**config.mk**
```make
export PLATFORM = sky130hd
export DESIGN_NAME = two_band_bass_treble_equalizer_core
export DESIGN_NICKNAME = d
export VERILOG_FILES = /design/src/hdl/tbeq_pkg.sv /design/src/hdl/two_band_bass_treble_equalizer_core.sv /design/src/hdl/tbeq_ctrl.sv /design/src/hdl/tbeq_datapath.sv
export SDC_FILE = /design/constraint.sdc
export NUM_CORES = 2
export LEC_CHECK = 0
export BUFFER_PORTS_ARGS = -buffer_cell sky130_fd_sc_hd__clkbuf_2
export CAP_MARGIN = 10
export CORE_MARGIN = 10
export CORE_UTILIZATION = 45
export DETAILED_ROUTE_END_ITERATION = 12
export PLACE_DENSITY = 0.6
export SETUP_SLACK_MARGIN = 0.2
export SYNTH_ARGS = -nofsm -noshare
export SYNTH_HDL_FRONTEND = slang
export SYNTH_SLANG_ARGS = --single-unit
```
**constraint.sdc**
```tcl
create_clock -name clk -period 9.9 [get_ports clk]
set_clock_uncertainty 0.1 [all_clocks]
set_input_delay 1.98 -clock clk [delete_from_list [all_inputs] [get_ports clk]]
set_output_delay 1.98 -clock clk [all_outputs]
set_load 0.005 [all_outputs]
```
**src/hdl/tbeq_pkg.sv**
```systemverilog
// ----------------------------------------------------------------------------
// tbeq_pkg
// Shared types and constants for the two-band bass/treble equalizer.
// ----------------------------------------------------------------------------
package tbeq_pkg;

	localparam int GAIN_W     = 16;
	localparam int GAIN_FRAC  = 12;
	localparam int LP_EXTRA   = 8;
	localparam int ALPHA_FRAC = 16;
	localparam int ACC_SHIFT  = GAIN_FRAC + LP_EXTRA;

	localparam logic [GAIN_W-1:0] GAIN_ONE  = 16'd4096;
	localparam logic [GAIN_W-1:0] ALPHA_Q16 = 16'd9830;

	localparam int CFG_IDX_W = 2;

	typedef enum logic [CFG_IDX_W-1:0] {
		CFG_PREAMP = 2'd0,
		CFG_BASS   = 2'd1,
		CFG_TREBLE = 2'd2
	} cfg_idx_t;

	typedef enum logic [6:0] {
		ST_IDLE   = 7'b0000001,
		ST_SCALE  = 7'b0000010,
		ST_ALPHA  = 7'b0000100,
		ST_LP     = 7'b0001000,
		ST_BASS   = 7'b0010000,
		ST_TREBLE = 7'b0100000,
		ST_FIN    = 7'b1000000
	} state_t;

	typedef struct packed {
		logic start;
		logic scale;
		logic mul_alpha;
		logic lp_upd;
		logic mul_bass;
		logic mul_treble;
		logic finish;
	} cmd_t;

endpackage

```
**src/hdl/two_band_bass_treble_equalizer_core.sv**
```systemverilog
// ----------------------------------------------------------------------------
// two_band_bass_treble_equalizer_core
// Preamp, one-pole bass lowpass, bass and treble boost or cut, saturating output.
// ----------------------------------------------------------------------------
// Sequence: an accepted request goes through ST_SCALE, ST_ALPHA, ST_LP,
// ST_BASS, ST_TREBLE and ST_FIN; a new request is taken only in ST_IDLE.
// Four products take turns on the single multiplier, and the preamp rounding,
// the lowpass update and the output write are steps of their own.
// A waiting result does not block acceptance, but ST_FIN holds until it is taken.
// Reset clears the lowpass state, sets all gains to unity and drops any result.
module two_band_bass_treble_equalizer_core import tbeq_pkg::*; #(
	parameter int SAMPLE_WIDTH = 16
) (
	input  logic                           clk,
	input  logic                           arst_n,
	input  logic                           in_valid,
	output logic                           in_ready,
	input  logic signed [SAMPLE_WIDTH-1:0] sample_in,
	input  logic                           restart,
	output logic                           out_valid,
	input  logic                           out_ready,
	output logic signed [SAMPLE_WIDTH-1:0] sample_out,
	output logic                           clipped,
	input  logic                           cfg_valid,
	output logic                           cfg_ready,
	input  logic        [CFG_IDX_W-1:0]    cfg_index,
	input  logic        [GAIN_W-1:0]       cfg_data
);

	cmd_t cmd;

	assign cfg_ready = 1'b1;

	tbeq_ctrl u_ctrl (
		.clk       (clk),
		.arst_n    (arst_n),
		.in_valid  (in_valid),
		.in_ready  (in_ready),
		.out_valid (out_valid),
		.out_ready (out_ready),
		.cmd       (cmd)
	);

	tbeq_datapath #(
		.SAMPLE_WIDTH (SAMPLE_WIDTH)
	) u_datapath (
		.clk        (clk),
		.arst_n     (arst_n),
		.cmd        (cmd),
		.sample_in  (sample_in),
		.restart    (restart),
		.cfg_we     (cfg_valid),
		.cfg_index  (cfg_index),
		.cfg_data   (cfg_data),
		.sample_out (sample_out),
		.clipped    (clipped)
	);

endmodule

```
**src/hdl/tbeq_ctrl.sv**
```systemverilog
// ----------------------------------------------------------------------------
// tbeq_ctrl
// Sequencer that steps one request through the shared multiplier and owns
// the input and output handshakes.
// ----------------------------------------------------------------------------
module tbeq_ctrl import tbeq_pkg::*; (
	input  logic clk,
	input  logic arst_n,
	input  logic in_valid,
	output logic in_ready,
	output logic out_valid,
	input  logic out_ready,
	output cmd_t cmd
);

	state_t state_q;
	state_t state_d;
	logic   out_valid_q;
	logic   out_free;

	assign out_free  = !out_valid_q || out_ready;
	assign in_ready  = (state_q == ST_IDLE);
	assign out_valid = out_valid_q;

	always_comb begin
		cmd     = '0;
		state_d = state_q;
		unique case (state_q)
			ST_IDLE: begin
				if (in_valid) begin
					cmd.start = 1'b1;
					state_d   = ST_SCALE;
				end
			end
			ST_SCALE: begin
				cmd.scale = 1'b1;
				state_d   = ST_ALPHA;
			end
			ST_ALPHA: begin
				cmd.mul_alpha = 1'b1;
				state_d       = ST_LP;
			end
			ST_LP: begin
				cmd.lp_upd = 1'b1;
				state_d    = ST_BASS;
			end
			ST_BASS: begin
				cmd.mul_bass = 1'b1;
				state_d      = ST_TREBLE;
			end
			ST_TREBLE: begin
				cmd.mul_treble = 1'b1;
				state_d        = ST_FIN;
			end
			ST_FIN: begin
				if (out_free) begin
					cmd.finish = 1'b1;
					state_d    = ST_IDLE;
				end
			end
			default: begin
				state_d = ST_IDLE;
			end
		endcase
	end

	always_ff @(posedge clk or negedge arst_n) begin
		if (!arst_n) begin
			state_q     <= ST_IDLE;
			out_valid_q <= 1'b0;
		end else begin
			state_q <= state_d;
			if (cmd.finish) begin
				out_valid_q <= 1'b1;
			end else if (out_ready) begin
				out_valid_q <= 1'b0;
			end
		end
	end

	a_one_cmd: assert property (@(posedge clk) disable iff (!arst_n)
		$onehot0(cmd))
		else $error("More than one datapath command is active.");

	a_finish_free: assert property (@(posedge clk) disable iff (!arst_n)
		cmd.finish |-> (!out_valid_q || out_ready))
		else $error("A result overwrote one that was not yet taken.");

	a_accept_seq: assert property (@(posedge clk) disable iff (!arst_n)
		(in_valid && in_ready) |=> (state_q == ST_SCALE))
		else $error("An accepted request did not start the sequence.");

	a_out_hold: assert property (@(posedge clk) disable iff (!arst_n)
		(out_valid_q && !out_ready) |=> out_valid_q)
		else $error("A pending result was dropped.");

endmodule

```
**src/hdl/tbeq_datapath.sv**
```systemverilog
// ----------------------------------------------------------------------------
// tbeq_datapath
// Gain registers, lowpass state, shared multiplier, accumulator and the
// rounding and saturating output register.
// ----------------------------------------------------------------------------
module tbeq_datapath import tbeq_pkg::*; #(
	parameter int SAMPLE_WIDTH = 16
) (
	input  logic                           clk,
	input  logic                           arst_n,
	input  cmd_t                           cmd,
	input  logic signed [SAMPLE_WIDTH-1:0] sample_in,
	input  logic                           restart,
	input  logic                           cfg_we,
	input  logic        [CFG_IDX_W-1:0]    cfg_index,
	input  logic        [GAIN_W-1:0]       cfg_data,
	output logic signed [SAMPLE_WIDTH-1:0] sample_out,
	output logic                           clipped
);

	localparam int SW  = SAMPLE_WIDTH;
	localparam int OAW = SW + 14;
	localparam int OBW = GAIN_W + 1;
	localparam int PW  = OAW + OBW;
	localparam int PSW = SW + 12;
	localparam int LPW = SW + 13;
	localparam int ACW = SW + 34;
	localparam int YW  = ACW - ACC_SHIFT;

	logic        [GAIN_W-1:0] preamp_q;
	logic        [GAIN_W-1:0] bass_q;
	logic        [GAIN_W-1:0] treble_q;
	logic signed [PSW-1:0]    ps_q;
	logic signed [LPW-1:0]    lp_q;
	logic signed [PW-1:0]     prod_q;
	logic signed [ACW-1:0]    acc_q;
	logic signed [SW-1:0]     sample_out_q;
	logic                     clipped_q;

	logic signed [OAW-1:0] op_a;
	logic signed [OBW-1:0] op_b;
	logic signed [PW-1:0]  product;
	logic signed [OAW-1:0] diff;
	logic        [PW-1:0]  scale_rnd;
	logic        [PW-1:0]  lp_rnd;
	logic signed [ACW-1:0] prod_ext;
	logic signed [ACW-1:0] ps_ext;
	logic        [ACW-1:0] sum;
	logic        [ACW-1:0] sum_rnd;
	logic signed [YW-1:0]  y_full;
	logic                  ovf;
	logic signed [SW-1:0]  y_sat;

	assign diff = {{(OAW-PSW){ps_q[PSW-1]}}, ps_q} - {{(OAW-LPW){lp_q[LPW-1]}}, lp_q};

	always_comb begin
		op_a = diff;
		op_b = {1'b0, ALPHA_Q16};
		case (1'b1)
			cmd.start: begin
				op_a = {{(OAW-SW){sample_in[SW-1]}}, sample_in};
				op_b = {1'b0, preamp_q};
			end
			cmd.mul_bass: begin
				op_a = {{(OAW-LPW){lp_q[LPW-1]}}, lp_q};
				op_b = {1'b0, bass_q} - {1'b0, GAIN_ONE};
			end
			cmd.mul_treble: begin
				op_a = diff;
				op_b = {1'b0, treble_q} - {1'b0, GAIN_ONE};
			end
			default: begin
				op_a = diff;
				op_b = {1'b0, ALPHA_Q16};
			end
		endcase
	end

	assign product = op_a * op_b;

	assign scale_rnd = prod_q + (PW'(1) << (GAIN_FRAC - 1));
	assign lp_rnd    = prod_q + (PW'(1) << (ALPHA_FRAC - 1));

	assign prod_ext = {{(ACW-PW){prod_q[PW-1]}}, prod_q};
	assign ps_ext   = {{(ACW-PSW-GAIN_FRAC){ps_q[PSW-1]}}, ps_q, {GAIN_FRAC{1'b0}}};
	assign sum      = acc_q + prod_ext;
	assign sum_rnd  = sum + (ACW'(1) << (ACC_SHIFT - 1));
	assign y_full   = sum_rnd[ACW-1:ACC_SHIFT];

	assign ovf = (y_full[YW-1:SW-1] != {(YW-SW+1){1'b0}})
		&& (y_full[YW-1:SW-1] != {(YW-SW+1){1'b1}});

	always_comb begin
		if (!ovf) begin
			y_sat = y_full[SW-1:0];
		end else if (y_full[YW-1]) begin
			y_sat = {1'b1, {(SW-1){1'b0}}};
		end else begin
			y_sat = {1'b0, {(SW-1){1'b1}}};
		end
	end

	always_ff @(posedge clk or negedge arst_n) begin
		if (!arst_n) begin
			preamp_q <= GAIN_ONE;
			bass_q   <= GAIN_ONE;
			treble_q <= GAIN_ONE;
			lp_q     <= '0;
		end else begin
			if (cfg_we) begin
				unique case (cfg_index)
					CFG_PREAMP: preamp_q <= cfg_data;
					CFG_BASS:   bass_q   <= cfg_data;
					CFG_TREBLE: treble_q <= cfg_data;
					default: begin
					end
				endcase
			end
			if (cmd.start && restart) begin
				lp_q <= '0;
			end else if (cmd.lp_upd) begin
				lp_q <= lp_q + lp_rnd[ALPHA_FRAC+LPW-1:ALPHA_FRAC];
			end
		end
	end

	always_ff @(posedge clk) begin
		if (cmd.start || cmd.mul_alpha || cmd.mul_bass || cmd.mul_treble) begin
			prod_q <= product;
		end
		if (cmd.scale) begin
			ps_q <= {scale_rnd[GAIN_FRAC+SW+3:GAIN_FRAC], {LP_EXTRA{1'b0}}};
		end
		if (cmd.lp_upd) begin
			acc_q <= ps_ext;
		end else if (cmd.mul_treble) begin
			acc_q <= sum;
		end
		if (cmd.finish) begin
			sample_out_q <= y_sat;
			clipped_q    <= ovf;
		end
	end

	assign sample_out = sample_out_q;
	assign clipped    = clipped_q;

endmodule
```
### Yosys cells after proc, flatten, opt, wreduce, memory -nomap -nowiden

Index checks and enable logic that the tools add are counted.

* $add $sub $neg: 8
* $mul: 1
* eq/ne operators: 12
* muxes and demuxes: 25
* reductions and logical operators: 16

Operators with widths (number)
* 50-bit two-way mux: 2
* 30-bit two-way mux: 2
* 29-bit two-way mux: 2
* 17-bit two-way mux: 3
* 50-bit by 20-bit adder with 50-bit output, second input constant: 1
* 50-bit by 47-bit adder with 50-bit output: 1
* 7-bit case mux with 7 select lines: 1
* 30-bit by 17-bit multiplier with 47-bit output: 1
* 45-bit by 17-bit adder with 45-bit output, second input constant: 1
* 16-bit by 13-bit subtractor with 17-bit output, second input constant: 2
* 32-bit by 13-bit adder with 32-bit output, second input constant: 1
* 16-bit two-way mux: 2
* 28-bit by 29-bit subtractor with 30-bit output: 1
* 29-bit adder: 1
* 15-bit != test, second input constant: 1
* 15-bit nonzero test: 1
* 7-bit two-way mux: 2
* 1-bit two-way mux: 11
* 2-bit AND reduction: 4
* 7-bit by 1-bit == test with 1-bit output, second input constant: 1
* 7-bit by 2-bit == test with 1-bit output, second input constant: 1
* 7-bit by 3-bit == test with 1-bit output, second input constant: 1
* 7-bit by 4-bit == test with 1-bit output, second input constant: 1
* 7-bit by 5-bit == test with 1-bit output, second input constant: 1
* 11 further kinds: 17

* flip-flop bits (word level): 219
* input bits: 40
* output and inout bits: 20
* word-level logic and storage cells: 75

### Longest topological paths before layout

* depth after elaboration: 6
* gate-level depth with buffers: 41
* depth with buffers taken out: 41

### Cells and area by module

Synthesis repeated with hierarchy kept, for this count alone.

* cells, all modules: 3736
* area, all modules: 33637.3 um^2

Modules (own cells, without submodules)
* tbeq_datapath: times used 1, cells an instance 3689, area each 33168.1 um^2, sequential area each 5834.3 um^2
* tbeq_ctrl: times used 1, cells an instance 45, area each 457.9 um^2, sequential area each 201.4 um^2
* two_band_bass_treble_equalizer_core: times used 1, cells an instance 2, area each 11.3 um^2, sequential area each 0.0 um^2

### Worst setup path before layout

No wires, ideal clock.

* path type: input to register
* from: in in_valid
* to: reg u_datapath.prod_q[43] (data pin)
* setup time: 0.258 ns
* data arrival time: 9.277 ns
* data required time: 9.542 ns
* setup slack: 0.265 ns
* stages on the path: 28
* buffers on the path: 3
* path through: nand2_1 > inv_1 > buf_1 > clkbuf_1 > a21o_1 > clkbuf_1 > nand2_1 > fa_1 > inv_1 > fa_1 > fa_1 > fa_1 > fa_1 > fa_1 > ha_1 > a21o_1 > a21o_1 > a21oi_1 > o21ai_0 > a21oi_1 > o31ai_1 > a22o_1 > o41a_1 > a41o_1 > o41ai_1 > o21bai_1 > a21oi_1 > xnor2_1

* word-level cells in the longest chain between the ends: 4
* elaborated cells on any way between the ends: 5

RTL lines
* from (decl): line two_band_bass_treble_equalizer_core.sv:16 `input logic in_valid,`
* 1-bit two-way mux (*): line tbeq_ctrl.sv:30 `if (in_valid) begin`
* 1-bit two-way mux (*): line tbeq_ctrl.sv:28 `unique case (state_q)`
* 30-bit two-way mux / 17-bit two-way mux (equally long branches): line tbeq_datapath.sv:59 `case (1'b1)`
* 30-bit by 17-bit multiplier with 47-bit output (*): line tbeq_datapath.sv:79 `assign product = op_a * op_b;`
* net u_datapath.product[43]: line tbeq_datapath.sv:42 `logic signed [PW-1:0] product;`
* to (signal assigned): line tbeq_datapath.sv:129 `prod_q <= product;`
* to (decl): line tbeq_datapath.sv:35 `logic signed [PW-1:0] prod_q;`

Mark *: on every way through the listed nets, which the timed path passes. The rest lies on a longest branch.
A chain may end at the register's enable or synchronous reset.

### Worst setup path after layout

* from: reg u_datapath.lp_q[1]
* to: reg u_datapath.prod_q[45] (data pin)

* word-level cells in the longest chain between the ends: 4

RTL lines
* from (decl): line tbeq_datapath.sv:34 `logic signed [LPW-1:0] lp_q;`
* from (signal assigned): line tbeq_datapath.sv:122 `lp_q <= lp_q + lp_rnd[ALPHA_FRAC+LPW-1:ALPHA_FRAC];`
* 28-bit by 29-bit subtractor with 30-bit output: line tbeq_datapath.sv:54 `assign diff = {{(OAW-PSW){ps_q[PSW-1]}}, ps_q} - {{(OAW-LPW){lp_q[LPW-1]}}, lp_q};`
* 30-bit two-way mux (*) (2 in series): line tbeq_datapath.sv:59
* 30-bit by 17-bit multiplier with 47-bit output (*): line tbeq_datapath.sv:79
* net u_datapath.product[45]: line tbeq_datapath.sv:42

Marked as above.

==> qor.txt <==
slowest CP cell: fa_1
Synth cell types: 98
via count: 26,140
yosys warns: 0
port bufs: 58
Final min period: 9.255 ns
initial antenna violation count: 2
leading area contributor after synthesis: fa_1
drt first pass iters: 5
gr ovfl total: 0
Mapped Cells: 3,665
Layout area overhead: 10.74%
Post-DP HPWL: 80,370 µm
most instantiated cells after synthesis: inv_1 (586), fa_1 (494), nand2_1 (475)
drt total wl: 96,460 µm
Starting DRT DRC Count: 1,971
FF+latch count, synth: 219
hold_buf cts: 0
core area: 72,710 µm²
WS Path Type: register to register
Final Wtd Congestion: 0.9295
CTS sink cnt: 219
Worst-Margin Slew: 1.012 ns
Final period util: 93.48%
gr usage total: 22.73%
crit-path most repeated cell: fa_1
async set-or-reset flop fraction in the synthesized netlist: 38.81%
Routed wire per std cell: 20.27 µm
r2r endpoint: u_datapath.prod_q[45]$_DFFE_PP_
final hold vios: 0
min-delay worst type: register to register
clk_lat worst skew: 0.59 ns
Clock Path Buffers: 3
hold_sp: u_datapath.acc_q[0]$_SDFFE_PP0P_
largest net degree at the start of global routing: 62
share of cells above drive strength 1: 10.61%
R2R setup slack: 0.65 ns
top_reg_cell synth: edfxtp_1
root buffer cell: clkbuf_16
post-synthesis instance area: 32,900 µm²
Critical Path AT: 9.48 ns
crit path from: u_datapath.lp_q[1]$_DFFE_PN0P_
DRC viols: 0
CP Capture Type: register
number of global-route vias before repair: 26,900
post-route ant nets: 0
Hold EP: u_datapath.acc_q[0]$_SDFFE_PP0P_
die width: 290.4 µm
Fin Hold WS: 0.3704 ns
cell with the most instances after synthesis: inv_1
die area: 84,320 µm²
global-route wire length before repair: 152,700 µm
max incr delay on CP: 0.55 ns
Post-synth EDFFs: 122
Critical Path Start Type: register
Hold Path Stages: 2
Slew HR: 32.15%
area share of the largest cell type after synthesis: 30.06%
Die Ht: 290.4 µm
fin nets: 4,527
Setup-failing EPs final: 0
unrepaired setup endpoints after global routing: false
fmax: 108.1 MHz
filler-free cell count of the finished design: 4,759
starting density of the core: 45.24%
# diodes: 0
vias per inst: 5.492
Mapped Nets: 4,413
CTS Buf Count: 27
cell depth of the worst flop-to-flop path: 41
synth top area cells: fa_1 (30%), edfxtp_1 (11%), ha_1 (8.1%), inv_1 (6.7%), dfrtp_1 (6.2%)
H-Tree Depth: 1
maxcap violations: 0
Rows: 99
worst r2r src: u_datapath.lp_q[1]$_DFFE_PN0P_
clk slew on worst S/H paths: 0.06 ns
CTS tree: yes
crit path max fanout: 6
sequential-to-total area share from yosys stat: 18.35%
placed cell count: 4,705
status: complete, no violations
Slew Viols, Final: 0
# IOs: 60
CP required: 10.13 ns
Syn Area/Cell: 8.976 µm²
## per-stage QoR
| step | setup TNS (ns) | setup slack, ns | utilization (%) | cell area, µm² |
|---|---|---|---|---|
| after detailed placement | -0.2501 | -0.1405 | 48.56 | 35310 |
| after global routing | 0 | 0.1545 | 50.11 | 36430 |
| final | 0 | 0.6452 | 50.11 | 36430 |
| after CTS | 0 | 0.2329 | 49.83 | 36230 |
| after global placement | -0.3220 | -0.1631 | 48.56 | 35310 |
| after floorplan | 0 | 0.2653 | - | 32900 |
## worst max-delay path: cells and delay by family (launching register included)
family,cells,cell delay [ns]
compound gates,18,3.01
xor+xnor,1,0.08
fa+ha+maj,8,3.61
simple gates,6,0.99
buf+inv,8,0.75
flops,1,0.43
## registers in the layout, indices dropped and copies added (netlist names)
register,cells
u_datapath.sample_out,16
u_datapath.ps_q,20
u_datapath.acc_q,50
u_datapath.lp_q,29
u_ctrl.out_valid,1
u_ctrl.state_q,7
u_datapath.treble_q,16
u_datapath.prod_q,47
u_datapath.clipped,1
u_datapath.bass_q,16
u_datapath.preamp_q,16
## logic make-up (layout without fill, tap and decap cells)
family / after synthesis / count (layout) / synth area share, %
and+or+nand+nor: 1167 / 1167 / 15.94
buffers and inverters: 721 / 856 / 8.303
adders and majority gates: 708 / 708 / 38.20
AOI/OAI and AO/OA: 593 / 593 / 11.96
DFF: 219 / 219 / 18.35
xor gates and xnor gates: 199 / 199 / 5.321
muxes: 57 / 57 / 1.917
other: 1 / 1 / 0.01140
## cell usage in the layout (no fill, tap or decap), types with 20 or more instances in the layout
master	n
a21o_1	66
a21oi_1	151
a22o_1	23
and2_1	29
and3_1	20
buf_4	142
clkbuf_16	28
clkbuf_2	57
dfrtp_1	80
edfxtp_1	122
fa_1	494
ha_1	214
inv_1	586
mux2_2	48
nand2_1	471
nand3_1	74
nand4_1	39
nor2_1	346
nor2b_1	25
nor3_1	44
o21a_1	31
o21ai_0	104
o21bai_1	21
xnor2_1	131
xor2_1	67
## per-layer routing
| metal | vias to the layer above | part of all wire, % | track usage, % |
|---|---|---|---|
| li1 | 12190 | - | - |
| met1 | 13000 | 45 | 30.55 |
| met2 | 800 | 45 | 36.13 |
| met3 | 147 | 7.9 | 5.590 |
| met4 | 2 | 2.9 | 6.017 |
| met5 | - | 0.012 | 0 |
## layout make-up
| type | count | area [µm²] |
|---|---|---|
| inverters | 588 | 2207 |
| well taps | 959 | 1200 |
| flip-flops and latches | 219 | 6037 |
| multi-input cells | 2725 | 24330 |
| fillers | 6935 | 36280 |
| repair buffers | 218 | 1730 |
| clock inverters | 17 | 193.9 |
| clock buffers | 33 | 729.5 |
## worst max path at each step
stage | end | slack (ns) | cells past startpoint
2_1_floorplan | u_datapath.prod_q[43]$_DFFE_PP_ | 0.27 | 28
3_3_place_gp | u_datapath.prod_q[45]$_DFFE_PP_ | -0.16 | 29
3_5_place_dp | u_datapath.prod_q[45]$_DFFE_PP_ | -0.14 | 29
4_1_cts | u_datapath.prod_q[45]$_DFFE_PP_ | 0.23 | 38
5_1_grt | u_datapath.prod_q[43]$_DFFE_PP_ | 0.15 | 41
6_report | u_datapath.prod_q[45]$_DFFE_PP_ | 0.65 | 41
## repair_timing
| item | in CTS | in global routing |
|---|---|---|
| hold endpoints to repair | 0 | 0 |
| gates resized for setup | 1 | 38 |
| endpoints found under the setup margin | 5 | 9 |
| pin swaps | 0 | 7 |
| setup buffers | 0 | 3 |
Power is left out: the tool's default activity adds up to more than one toggle a clock period on the data nets, which glitch-free logic cannot reach.
